<file path="src/swr_pkg.sv">
// Package for the stopwatch seven-segment renderer: transaction types, face geometry,
// reciprocal constants and the segment and decimal helper functions.
// Depends on nothing; every other file imports it.
package swr_pkg;

	localparam int PANEL_WIDTH  = 368;
	localparam int PANEL_HEIGHT = 448;
	localparam int NUM_CELLS    = 6;
	localparam int CFG_IDX_W    = 1;

	localparam logic [CFG_IDX_W-1:0] CFG_FG_COLOR = 1'b0;
	localparam logic [CFG_IDX_W-1:0] CFG_BG_COLOR = 1'b1;

	localparam logic [8:0] PANEL_W9  = 9'd368;
	localparam logic [8:0] PANEL_H9  = 9'd448;
	localparam logic [8:0] LAST_COL  = 9'd367;

	localparam logic [8:0] CELL_W    = 9'd48;
	localparam logic [8:0] STROKE    = 9'd18;
	localparam logic [8:0] RIGHT_OFS = 9'd30;
	localparam logic [NUM_CELLS-1:0][8:0] CELL_X = {
		9'd386, 9'd326, 9'd230, 9'd170, 9'd74, 9'd14
	};

	localparam logic [8:0] Y_A_LO  = 9'd124;
	localparam logic [8:0] Y_UA_LO = 9'd142;
	localparam logic [8:0] Y_G_LO  = 9'd175;
	localparam logic [8:0] Y_LD_LO = 9'd193;
	localparam logic [8:0] Y_D_LO  = 9'd226;
	localparam logic [8:0] Y_D_HI  = 9'd244;

	localparam logic [8:0] COLON_A_LO = 9'd137;
	localparam logic [8:0] COLON_A_HI = 9'd155;
	localparam logic [8:0] COLON_B_LO = 9'd293;
	localparam logic [8:0] COLON_B_HI = 9'd311;
	localparam logic [8:0] DOT1_LO    = 9'd155;
	localparam logic [8:0] DOT1_HI    = 9'd173;
	localparam logic [8:0] DOT2_LO    = 9'd195;
	localparam logic [8:0] DOT2_HI    = 9'd213;

	// Reciprocals: floor(n / d) = (n * M) >> K, exact over the operand range used.
	localparam logic [31:0] DIV10_MUL   = 32'hCCCC_CCCD;
	localparam int          DIV10_SH    = 35;
	localparam logic [29:0] DIV6000_MUL = 30'd733007752;
	localparam int          DIV6000_SH  = 42;
	localparam logic [17:0] DIV100Q_MUL = 18'd167773;
	localparam int          DIV100Q_SH  = 24;
	localparam logic [13:0] DIV100R_MUL = 14'd10486;
	localparam int          DIV100R_SH  = 20;
	localparam logic [12:0] CS_PER_MIN  = 13'd6000;
	localparam logic [6:0]  HUNDRED     = 7'd100;

	typedef struct packed {
		logic        req_type;
		logic [31:0] now_ms;
		logic        boot_reset;
		logic        short_press;
		logic [8:0]  pixel_x;
		logic [8:0]  pixel_y;
	} swr_req_t;

	typedef struct packed {
		logic [3:0]  minute_tens;
		logic [3:0]  minute_units;
		logic [3:0]  second_tens;
		logic [3:0]  second_units;
		logic [3:0]  centi_tens;
		logic [3:0]  centi_units;
		logic [15:0] pixel_color;
	} swr_rsp_t;

	typedef logic [NUM_CELLS-1:0][3:0] swr_digits_t;

	typedef struct packed {
		logic [NUM_CELLS-1:0] x_full;
		logic [NUM_CELLS-1:0] x_left;
		logic [NUM_CELLS-1:0] x_right;
		logic                 y_a;
		logic                 y_ua;
		logic                 y_g;
		logic                 y_ld;
		logic                 y_d;
		logic                 colon;
	} swr_geom_t;

	function automatic logic [6:0] seg_bits(input logic [3:0] digit);
		logic [6:0] segs;
		unique case (digit)
			4'd0: segs = 7'h3F;
			4'd1: segs = 7'h06;
			4'd2: segs = 7'h5B;
			4'd3: segs = 7'h4F;
			4'd4: segs = 7'h66;
			4'd5: segs = 7'h6D;
			4'd6: segs = 7'h7D;
			4'd7: segs = 7'h07;
			4'd8: segs = 7'h7F;
			4'd9: segs = 7'h6F;
			default: segs = 7'h00;
		endcase
		return segs;
	endfunction

	function automatic logic [7:0] dec_split(input logic [6:0] value);
		logic [3:0] tens;
		logic [6:0] units;
		tens = 4'd0;
		for (int k = 1; k < 10; k++) begin
			if (value >= 7'(10 * k)) tens = tens + 4'd1;
		end
		units = value - 7'({tens, 3'b000}) - 7'({tens, 1'b0});
		return {tens, units[3:0]};
	endfunction

endpackage

</file>
<file path="src/swr_geom.sv">
// Face geometry for one landscape point: which cell columns, stroke rows and colon dots
// the point falls in, independent of the digits shown. Uses swr_pkg.
module swr_geom (
	input  logic            on_panel,
	input  logic [8:0]      lx,
	input  logic [8:0]      ly,
	output swr_pkg::swr_geom_t geom
);
	import swr_pkg::*;

	logic dot_x;
	logic dot_y;

	always_comb begin
		for (int i = 0; i < NUM_CELLS; i++) begin
			geom.x_full[i]  = on_panel && lx >= CELL_X[i] && lx < CELL_X[i] + CELL_W;
			geom.x_left[i]  = on_panel && lx >= CELL_X[i] && lx < CELL_X[i] + STROKE;
			geom.x_right[i] = on_panel && lx >= CELL_X[i] + RIGHT_OFS
				&& lx < CELL_X[i] + CELL_W;
		end
		geom.y_a  = ly >= Y_A_LO  && ly < Y_UA_LO;
		geom.y_ua = ly >= Y_UA_LO && ly < Y_G_LO;
		geom.y_g  = ly >= Y_G_LO  && ly < Y_LD_LO;
		geom.y_ld = ly >= Y_LD_LO && ly < Y_D_LO;
		geom.y_d  = ly >= Y_D_LO  && ly < Y_D_HI;
		dot_x = (lx >= COLON_A_LO && lx < COLON_A_HI) || (lx >= COLON_B_LO && lx < COLON_B_HI);
		dot_y = (ly >= DOT1_LO && ly < DOT1_HI) || (ly >= DOT2_LO && ly < DOT2_HI);
		geom.colon = on_panel && dot_x && dot_y;
	end

endmodule

</file>
<file path="src/swr_glyph.sv">
// Combines precomputed face geometry with the stored digits, applying the joined-stroke
// rule for the vertical segments, and reports whether the pixel is foreground. Uses swr_pkg.
module swr_glyph (
	input  swr_pkg::swr_geom_t   geom,
	input  swr_pkg::swr_digits_t digits,
	output logic                 hit
);
	import swr_pkg::*;

	logic [6:0] segs;
	logic       row_up;
	logic       row_lo;
	logic       row_full;
	logic       cell_hit;

	always_comb begin
		hit = geom.colon;
		for (int i = 0; i < NUM_CELLS; i++) begin
			segs     = seg_bits(digits[i]);
			row_up   = segs[0] ? geom.y_ua : (geom.y_a || geom.y_ua);
			row_lo   = segs[3] ? geom.y_ld : (geom.y_ld || geom.y_d);
			row_full = row_up || geom.y_g || row_lo;
			cell_hit = geom.x_full[i] && ((segs[0] && geom.y_a) || (segs[6] && geom.y_g)
				|| (segs[3] && geom.y_d));
			if (!segs[6] && segs[5] && segs[4]) begin
				cell_hit = cell_hit || (geom.x_left[i] && row_full);
			end else begin
				cell_hit = cell_hit || (geom.x_left[i]
					&& ((segs[5] && row_up) || (segs[4] && row_lo)));
			end
			if (!segs[6] && segs[1] && segs[2]) begin
				cell_hit = cell_hit || (geom.x_right[i] && row_full);
			end else begin
				cell_hit = cell_hit || (geom.x_right[i]
					&& ((segs[1] && row_up) || (segs[2] && row_lo)));
			end
			hit = hit || cell_hit;
		end
	end

endmodule

</file>
<file path="src/stopwatch_seven_segment_renderer.sv">
// Top level of the stopwatch seven-segment renderer: run state, six-stage pipeline for
// time-to-digit conversion and pixel queries, result register. Uses swr_pkg, swr_geom, swr_glyph.
//
//   channel  signals                        direction  moves
//   req      req_valid, req_stall, req_data  in         one tick or pixel query
//   rsp      rsp_valid, rsp_stall, rsp_data  out        six digits and a pixel color
//   cfg      cfg_we, cfg_index, cfg_data     in         foreground / background color
//
// Every transaction raises rsp_valid from the result register; one new transaction is accepted
// each cycle while req_stall is low. The depth is set by the chain of four reciprocal multiplies.
// A tick's run-state update happens as it leaves the first stage; its digits are stored
// as it enters the result register, so a query right behind it already sees them.
// A stall on rsp fills the pipeline bubbles first and then holds req_stall high.
// Reset stops the stopwatch, shows 00:00:00 and sets the colors to 0x0000 / 0xFFFF.
module stopwatch_seven_segment_renderer (
	input  logic                             clk,
	input  logic                             arst_n,
	input  logic                             req_valid,
	output logic                             req_stall,
	input  swr_pkg::swr_req_t                req_data,
	output logic                             rsp_valid,
	input  logic                             rsp_stall,
	output swr_pkg::swr_rsp_t                rsp_data,
	input  logic                             cfg_we,
	input  logic [swr_pkg::CFG_IDX_W-1:0]    cfg_index,
	input  logic [15:0]                      cfg_data
);
	import swr_pkg::*;

	logic [6:1] vld_q;
	logic [6:1] rdy;
	logic       out_rdy;
	logic       rsp_vld_q;
	logic       rsp_qry_q;
	swr_rsp_t   rsp_q;

	logic        run_q;
	logic [31:0] acc_q;
	logic [31:0] seg_q;
	swr_digits_t digit_q;
	logic [15:0] fg_q;
	logic [15:0] bg_q;

	swr_req_t    item_s1;
	logic        tick_go;
	logic        run0;
	logic [31:0] acc0;
	logic [31:0] elapsed;
	logic [31:0] acc_run;
	logic [31:0] shown;
	logic        on_panel;
	logic [8:0]  ly_calc;

	logic        qry_s2;
	logic [31:0] shown_s2;
	logic        on_s2;
	logic [8:0]  lx_s2;
	logic [8:0]  ly_s2;
	logic [63:0] prod10;
	swr_geom_t   geom_calc;

	logic        qry_s3;
	logic [28:0] cs_s3;
	swr_geom_t   geom_s3;
	logic [58:0] prod6000;

	logic        qry_s4;
	logic [28:0] cs_s4;
	logic [16:0] qm_s4;
	swr_geom_t   geom_s4;
	logic [28:0] rem_full;
	logic [34:0] prod_qh;

	logic        qry_s5;
	logic [16:0] qm_s5;
	logic [9:0]  qh_s5;
	logic [12:0] rem_s5;
	swr_geom_t   geom_s5;
	logic [16:0] mm_full;
	logic [26:0] prod_sq;

	logic        qry_s6;
	logic [6:0]  mm_s6;
	logic [5:0]  sq_s6;
	logic [12:0] rem_s6;
	swr_geom_t   geom_s6;
	logic [12:0] cs_full;
	logic [7:0]  mm_dec;
	logic [7:0]  ss_dec;
	logic [7:0]  cs_dec;
	swr_digits_t tick_digits;
	logic        pix_hit;

	// Handshake and stage advance.
	always_comb begin
		out_rdy = !rsp_vld_q || !rsp_stall;
		rdy[6]  = !vld_q[6] || out_rdy;
		for (int i = 5; i >= 1; i--) begin
			rdy[i] = !vld_q[i] || rdy[i+1];
		end
	end

	assign req_stall = !rdy[1];
	assign rsp_valid = rsp_vld_q;
	assign rsp_data  = rsp_q;

	always_ff @(posedge clk or negedge arst_n) begin
		if (!arst_n) begin
			vld_q     <= '0;
			rsp_vld_q <= 1'b0;
		end else begin
			if (rdy[1]) vld_q[1] <= req_valid;
			for (int i = 2; i <= 6; i++) begin
				if (rdy[i]) vld_q[i] <= vld_q[i-1];
			end
			if (out_rdy) rsp_vld_q <= vld_q[6];
		end
	end

	// Configuration registers.
	always_ff @(posedge clk or negedge arst_n) begin
		if (!arst_n) begin
			fg_q <= 16'h0000;
			bg_q <= 16'hFFFF;
		end else if (cfg_we) begin
			unique case (cfg_index)
				CFG_FG_COLOR: fg_q <= cfg_data;
				CFG_BG_COLOR: bg_q <= cfg_data;
				default: ;
			endcase
		end
	end

	// Stage 1: run state update and displayed time.
	always_ff @(posedge clk) begin
		if (rdy[1]) item_s1 <= req_data;
	end

	always_comb begin
		tick_go  = vld_q[1] && rdy[2] && !item_s1.req_type;
		run0     = item_s1.boot_reset ? 1'b0 : run_q;
		acc0     = item_s1.boot_reset ? 32'd0 : acc_q;
		elapsed  = item_s1.now_ms - seg_q;
		acc_run  = acc0 + elapsed;
		shown    = run0 ? acc_run : acc0;
		on_panel = item_s1.pixel_x < PANEL_W9 && item_s1.pixel_y < PANEL_H9;
		ly_calc  = LAST_COL - item_s1.pixel_x;
	end

	always_ff @(posedge clk or negedge arst_n) begin
		if (!arst_n) begin
			run_q <= 1'b0;
			acc_q <= '0;
			seg_q <= '0;
		end else if (tick_go) begin
			if (item_s1.short_press) begin
				run_q <= !run0;
				acc_q <= run0 ? acc_run : acc0;
				if (!run0) seg_q <= item_s1.now_ms;
			end else begin
				run_q <= run0;
				acc_q <= acc0;
			end
		end
	end

	// Stage 2: centiseconds = shown / 10; pixel geometry.
	always_ff @(posedge clk) begin
		if (rdy[2]) begin
			qry_s2   <= item_s1.req_type;
			shown_s2 <= shown;
			on_s2    <= on_panel;
			lx_s2    <= item_s1.pixel_y;
			ly_s2    <= ly_calc;
		end
	end

	assign prod10 = 64'(shown_s2) * 64'(DIV10_MUL);

	swr_geom u_geom (
		.on_panel (on_s2),
		.lx       (lx_s2),
		.ly       (ly_s2),
		.geom     (geom_calc)
	);

	// Stage 3: minutes = centiseconds / 6000.
	always_ff @(posedge clk) begin
		if (rdy[3]) begin
			qry_s3  <= qry_s2;
			cs_s3   <= prod10[DIV10_SH +: 29];
			geom_s3 <= geom_calc;
		end
	end

	assign prod6000 = 59'(cs_s3) * 59'(DIV6000_MUL);

	// Stage 4: remainder within the minute; minutes / 100.
	always_ff @(posedge clk) begin
		if (rdy[4]) begin
			qry_s4  <= qry_s3;
			cs_s4   <= cs_s3;
			qm_s4   <= prod6000[DIV6000_SH +: 17];
			geom_s4 <= geom_s3;
		end
	end

	assign rem_full = cs_s4 - 29'(qm_s4) * 29'(CS_PER_MIN);
	assign prod_qh  = 35'(qm_s4) * 35'(DIV100Q_MUL);

	// Stage 5: minutes modulo 100; seconds = remainder / 100.
	always_ff @(posedge clk) begin
		if (rdy[5]) begin
			qry_s5  <= qry_s4;
			qm_s5   <= qm_s4;
			qh_s5   <= prod_qh[DIV100Q_SH +: 10];
			rem_s5  <= rem_full[12:0];
			geom_s5 <= geom_s4;
		end
	end

	assign mm_full = qm_s5 - 17'(qh_s5) * 17'(HUNDRED);
	assign prod_sq = 27'(rem_s5) * 27'(DIV100R_MUL);

	// Stage 6: centiseconds within the second, decimal digits, pixel color.
	always_ff @(posedge clk) begin
		if (rdy[6]) begin
			qry_s6  <= qry_s5;
			mm_s6   <= mm_full[6:0];
			sq_s6   <= prod_sq[DIV100R_SH +: 6];
			rem_s6  <= rem_s5;
			geom_s6 <= geom_s5;
		end
	end

	always_comb begin
		cs_full = rem_s6 - 13'(sq_s6) * 13'(HUNDRED);
		mm_dec  = dec_split(mm_s6);
		ss_dec  = dec_split({1'b0, sq_s6});
		cs_dec  = dec_split(cs_full[6:0]);
		tick_digits[0] = mm_dec[7:4];
		tick_digits[1] = mm_dec[3:0];
		tick_digits[2] = ss_dec[7:4];
		tick_digits[3] = ss_dec[3:0];
		tick_digits[4] = cs_dec[7:4];
		tick_digits[5] = cs_dec[3:0];
	end

	swr_glyph u_glyph (
		.geom   (geom_s6),
		.digits (digit_q),
		.hit    (pix_hit)
	);

	always_ff @(posedge clk or negedge arst_n) begin
		if (!arst_n) begin
			digit_q <= '0;
		end else if (vld_q[6] && out_rdy && !qry_s6) begin
			digit_q <= tick_digits;
		end
	end

	// Result register.
	always_ff @(posedge clk) begin
		if (out_rdy) begin
			rsp_qry_q <= qry_s6;
			if (qry_s6) begin
				rsp_q.minute_tens  <= digit_q[0];
				rsp_q.minute_units <= digit_q[1];
				rsp_q.second_tens  <= digit_q[2];
				rsp_q.second_units <= digit_q[3];
				rsp_q.centi_tens   <= digit_q[4];
				rsp_q.centi_units  <= digit_q[5];
				rsp_q.pixel_color  <= pix_hit ? fg_q : bg_q;
			end else begin
				rsp_q.minute_tens  <= tick_digits[0];
				rsp_q.minute_units <= tick_digits[1];
				rsp_q.second_tens  <= tick_digits[2];
				rsp_q.second_units <= tick_digits[3];
				rsp_q.centi_tens   <= tick_digits[4];
				rsp_q.centi_units  <= tick_digits[5];
				rsp_q.pixel_color  <= 16'h0000;
			end
		end
	end

	// A tick leaving the pipeline shows exactly the digits it stores.
	a_tick_digits: assert property (@(posedge clk) disable iff (!arst_n)
		(vld_q[6] && out_rdy && !qry_s6) |=>
			(rsp_data.minute_tens == digit_q[0] && rsp_data.minute_units == digit_q[1]
			&& rsp_data.second_tens == digit_q[2] && rsp_data.second_units == digit_q[3]
			&& rsp_data.centi_tens == digit_q[4] && rsp_data.centi_units == digit_q[5]))
		else $error("tick result digits differ from stored digits");

	// A query result is always one of the two configured colors.
	a_query_color: assert property (@(posedge clk) disable iff (!arst_n)
		(rsp_valid && rsp_qry_q) |->
			(rsp_data.pixel_color == fg_q || rsp_data.pixel_color == bg_q))
		else $error("query color is neither foreground nor background");

	// The conversion never produces a digit above nine, nor a second tens digit above five.
	a_digit_range: assert property (@(posedge clk) disable iff (!arst_n)
		rsp_valid |-> (rsp_data.minute_tens <= 4'd9 && rsp_data.minute_units <= 4'd9
			&& rsp_data.second_tens <= 4'd5 && rsp_data.second_units <= 4'd9
			&& rsp_data.centi_tens <= 4'd9 && rsp_data.centi_units <= 4'd9))
		else $error("digit out of range");

endmodule

</file>
<file path="config.mk">
export PLATFORM = sky130hd
export DESIGN_NAME = stopwatch_seven_segment_renderer
export DESIGN_NICKNAME = d
export VERILOG_FILES = /design/src/swr_pkg.sv /design/src/swr_geom.sv /design/src/swr_glyph.sv /design/src/stopwatch_seven_segment_renderer.sv
export SDC_FILE = /design/constraint.sdc
export NUM_CORES = 2
export LEC_CHECK = 0
export ABC_AREA = 1
export BUFFER_PORTS_ARGS = -buffer_cell sky130_fd_sc_hd__clkbuf_2
export CAP_MARGIN = 15
export CORE_MARGIN = 4
export CORE_UTILIZATION = 35
export DETAILED_ROUTE_END_ITERATION = 6
export GPL_TIMING_DRIVEN = 0
export PLACE_DENSITY_LB_ADDON = 0.15
export SKIP_LAST_GASP = 1
export SYNTH_ARGS = -nofsm -noshare
export SYNTH_HDL_FRONTEND = slang
export SYNTH_SLANG_ARGS = --single-unit
</file>
<file path="constraint.sdc">
create_clock -name clk -period 13.9 [get_ports clk]
set_input_delay 2.085 -clock clk [delete_from_list [all_inputs] [get_ports clk]]
set_output_delay 2.085 -clock clk [all_outputs]
set_load 0.01 [all_outputs]
</file>
==> flow_summary.yaml <==
final_layout:
  syn_to_final_growth_pct: 8.65
  nets: 8818
  fill_cells: 18364
  final_cells: 9259
  layout-drive-gt1-share: 0.0439
floorplan:
  rows: 156
  die-area_um2: 188000
  core-area_um2: 181000
  die_y_um: 434
  start_util: 0.352
  die_w_um: 434
  num_io_pins: 117
clock_network:
  clk_path_buf_depth: 3
  path_clk_slew_ns: 0.07
  cts_root_buf: "clkbuf_16"
  postCtsHoldBufs: 0
  cts_tree: "built"
  cts.sink_count: 477
  ctsHtreeMaxLevel: 2
  post_cts_resized: 0
  insertion_delay_ns: 0.66
  postCtsSetupBuffers: 0
  cts_buffers: 53
sta:
  slew_viol_final: 0
  rsz0062_at_grt: "false"
  fmax_ghz: 0.119
  max_slew.worst_pin.slew_ns: 1.38
  setup-violations-final: 0
  hold_violations: 0
  clock_skew_ns: 0.0478
  post-route-min-period_ns: 8.41
  finalCritPeriodShare: 0.605
  slew_headroom: 0.0703
setup_path:
  crit_fanout: 12
  startpoint_type: "flop"
  cp.arrival_ns: 8.81
  worstPathRequired_ns: 14.29
  crit_type: "reg2reg"
  end_kind: "flop"
synthesis:
  ys_async_sr_fraction: 0.268
  syn_area_per_cell_um2: 9.54
  ys.flop_type: "edfxtp_1"
  synth_top_cell_by_area: "fa_1"
  synth-edff-count: 349
  yosys.area.top_type_share: 0.291
  synthDistinctLibCells: 71
  ys_seq_elements: 477
  syn-cell-area_um2: 63600
  ys_warn_count: 0
  synthesis.nets: 8637
  syn_inst: 6662
  yosysSeqAreaShare: 0.216
  synth.area.top_cells: "fa_1 29%, ha_1 19%, edfxtp_1 16%"
global_routing:
  grt_pass1_vias: 46300
  grt_overflow: 0
  antenna_found_initial: 0
  grt_pass1_wl_um: 264000
  track_usage: 0.180
  grt_max_degree: 87
detailed_routing:
  antenna_left: 0
  drc_errors: 0
  dr.pass1.iters: 5
  wirelength_um: 167000
  drtIter0Drc: 2310
  wl_per_cell_um: 18.0
  dr_total_vias: 43787
  routed_via_density: 4.73
placement:
  dp_cells: 9157
  gp_congestion: 0.912
  port_buffers: 116
  dpl.hpwl_um: 145000
min_path:
  hold_class: "reg2reg"
flow_run:
  maxCapViolations: 0
status:
  run_status: "finished clean"
## worst paths after layout
kind	startpoint	end	slack, ns	cells past startpoint
worst min register to register	geom_s5[19]$_DFFE_PP_	geom_s6[19]$_DFFE_PP_	0.41	0
worst max register to register	cs_s3[10]$_DFFE_PP_	qm_s4[14]$_DFFE_PP_	5.49	24
worst min-delay path	geom_s5[19]$_DFFE_PP_	geom_s6[19]$_DFFE_PP_	0.41	0
worst max-delay path	cs_s3[10]$_DFFE_PP_	qm_s4[14]$_DFFE_PP_	5.49	24
max in group asynchronous	arst_n	digit_q[5]$_DFFE_PN0P_	11.67	2
min in group asynchronous	arst_n	seg_q[8]$_DFFE_PN0P_	1.37	1
## area by class of cell
type	instances	area [um2]	area share
inverter	1862	6990	0.101
tap	2370	2970	0.0429
clock buffer	67	1420	0.0206
sequential	477	13700	0.198
buffer	58	230	0.00333
timing repair buffer	126	774	0.0112
clock inverter	32	328	0.00475
multi-input combinational	4265	42600	0.617
antenna	2	5.00	0.0000725
## synth_stat cells, types with 5 or more instances
| cell type | n |
|---|---|
| o22ai_1 | 9 |
| nor4_1 | 16 |
| clkbuf_1 | 52 |
| o31ai_1 | 5 |
| dfstp_2 | 16 |
| o21ai_1 | 9 |
| nand2_2 | 22 |
| ha_1 | 977 |
| dfrtp_1 | 112 |
| a21o_1 | 24 |
| nand4_1 | 31 |
| or2_2 | 14 |
| edfxtp_1 | 349 |
| o21a_1 | 12 |
| nand2_1 | 760 |
| nor3_1 | 28 |
| a21boi_0 | 9 |
| nand3_1 | 163 |
| nor2_1 | 268 |
| o2111ai_1 | 6 |
| o21ai_0 | 348 |
| xnor2_1 | 68 |
| o211ai_1 | 27 |
| inv_2 | 7 |
| a31oi_1 | 38 |
| inv_1 | 1851 |
| o21bai_1 | 12 |
| xor2_1 | 109 |
| fa_1 | 923 |
| a21oi_1 | 311 |
| a211oi_1 | 8 |
## through the flow
stage	area (um2)	util	setup TNS, ns	hold slack [ns]	worst slack (ns)
2_1_floorplan	63600	-	0	0.400	2.77
3_3_place_gp	67100	0.371	-23.90	0.402	-0.507
3_5_place_dp	67300	0.372	0	0.405	5.64
4_1_cts	69100	0.382	0	0.413	5.61
5_1_grt	69100	0.382	0	0.421	5.29
6_report	69100	0.382	0	0.410	5.49
## sequential cells by signal, indices dropped and copies added, names as in the netlist, 5 cells and up
| name | cells |
|---|---|
| rsp_data | 40 |
| seg_q | 32 |
| qh_s5 | 5 |
| lx_s2 | 9 |
| cs_s3 | 29 |
| ly_s2 | 9 |
| rem_s5 | 13 |
| bg_q | 16 |
| geom_s5 | 24 |
| cs_s4 | 13 |
| geom_s6 | 24 |
| fg_q | 16 |
| geom_s3 | 24 |
| qm_s5 | 7 |
| sq_s6 | 6 |
| vld_q | 6 |
| qm_s4 | 17 |
| item_s1 | 53 |
| geom_s4 | 24 |
| acc_q | 32 |
| rem_s6 | 7 |
| mm_s6 | 7 |
| shown_s2 | 32 |
| digit_q | 24 |
## routing by layer
layer / wire, um / global-route usage
met2: 77300 / 0.296
met4: 2880 / 0.0303
met5: 0 / 0
met3: 6300 / 0.0210
met1: 80300 / 0.260
## worst max-delay path, cell delays in order (launching register included)
cell	delay, ns
edfxtp_1	0.99
ha_1	0.38
inv_1	0.08
fa_1	0.51
inv_1	0.06
fa_1	0.53
inv_1	0.07
fa_1	0.55
inv_1	0.06
fa_1	0.50
fa_1	0.55
inv_1	0.05
fa_1	0.53
inv_1	0.04
ha_1	0.31
nand2_1	0.10
nor2_1	0.16
nand2_1	0.13
nor4_1	1.06
nand4_1	0.22
o211ai_1	0.69
nand2_1	0.12
nand3_1	0.19
a21oi_1	0.10
xnor2_1	0.14
## cell families (layout without fill, tap and decap cells)
family / count (synthesis) / after routing / share of synthesized area
adder cells (fa/ha/maj): 1900 / 1900 / 0.483
other: 0 / 2 / 0
multiplexers: 2 / 2 / 0.000354
AND/OR/NAND/NOR: 1330 / 1330 / 0.0875
buffers and inverters: 1920 / 2145 / 0.114
XOR/XNOR: 178 / 178 / 0.0246
AO/OA/AOI/OAI: 855 / 855 / 0.0753
flip-flops: 477 / 477 / 0.216
## placed cells by master (no fill, tap or decap), types with 6 or more instances in the layout
cell type and n:
a211oi_1 8, a21boi_0 9, a21o_1 24, a21oi_1 311, a31oi_1 38, buf_12 6, clkbuf_1 63, clkbuf_16 54
clkbuf_2 116, clkinv_1 9, clkinv_2 6, clkinvlp_4 6, dfrtp_1 112, dfstp_2 16, edfxtp_1 349, fa_1 923
ha_1 977, inv_1 1845, inv_2 13, nand2_1 759, nand2_2 23, nand3_1 163, nand4_1 31, nor2_1 268
nor3_1 28, nor4_1 16, o2111ai_1 6, o211ai_1 27, o21a_1 12, o21ai_0 348, o21ai_1 9, o21bai_1 12
o22ai_1 9, or2_2 14, xnor2_1 68, xor2_1 109
Power is not shown: default switching activity piles up to over one toggle a cycle in this logic, so the estimate is an artifact.
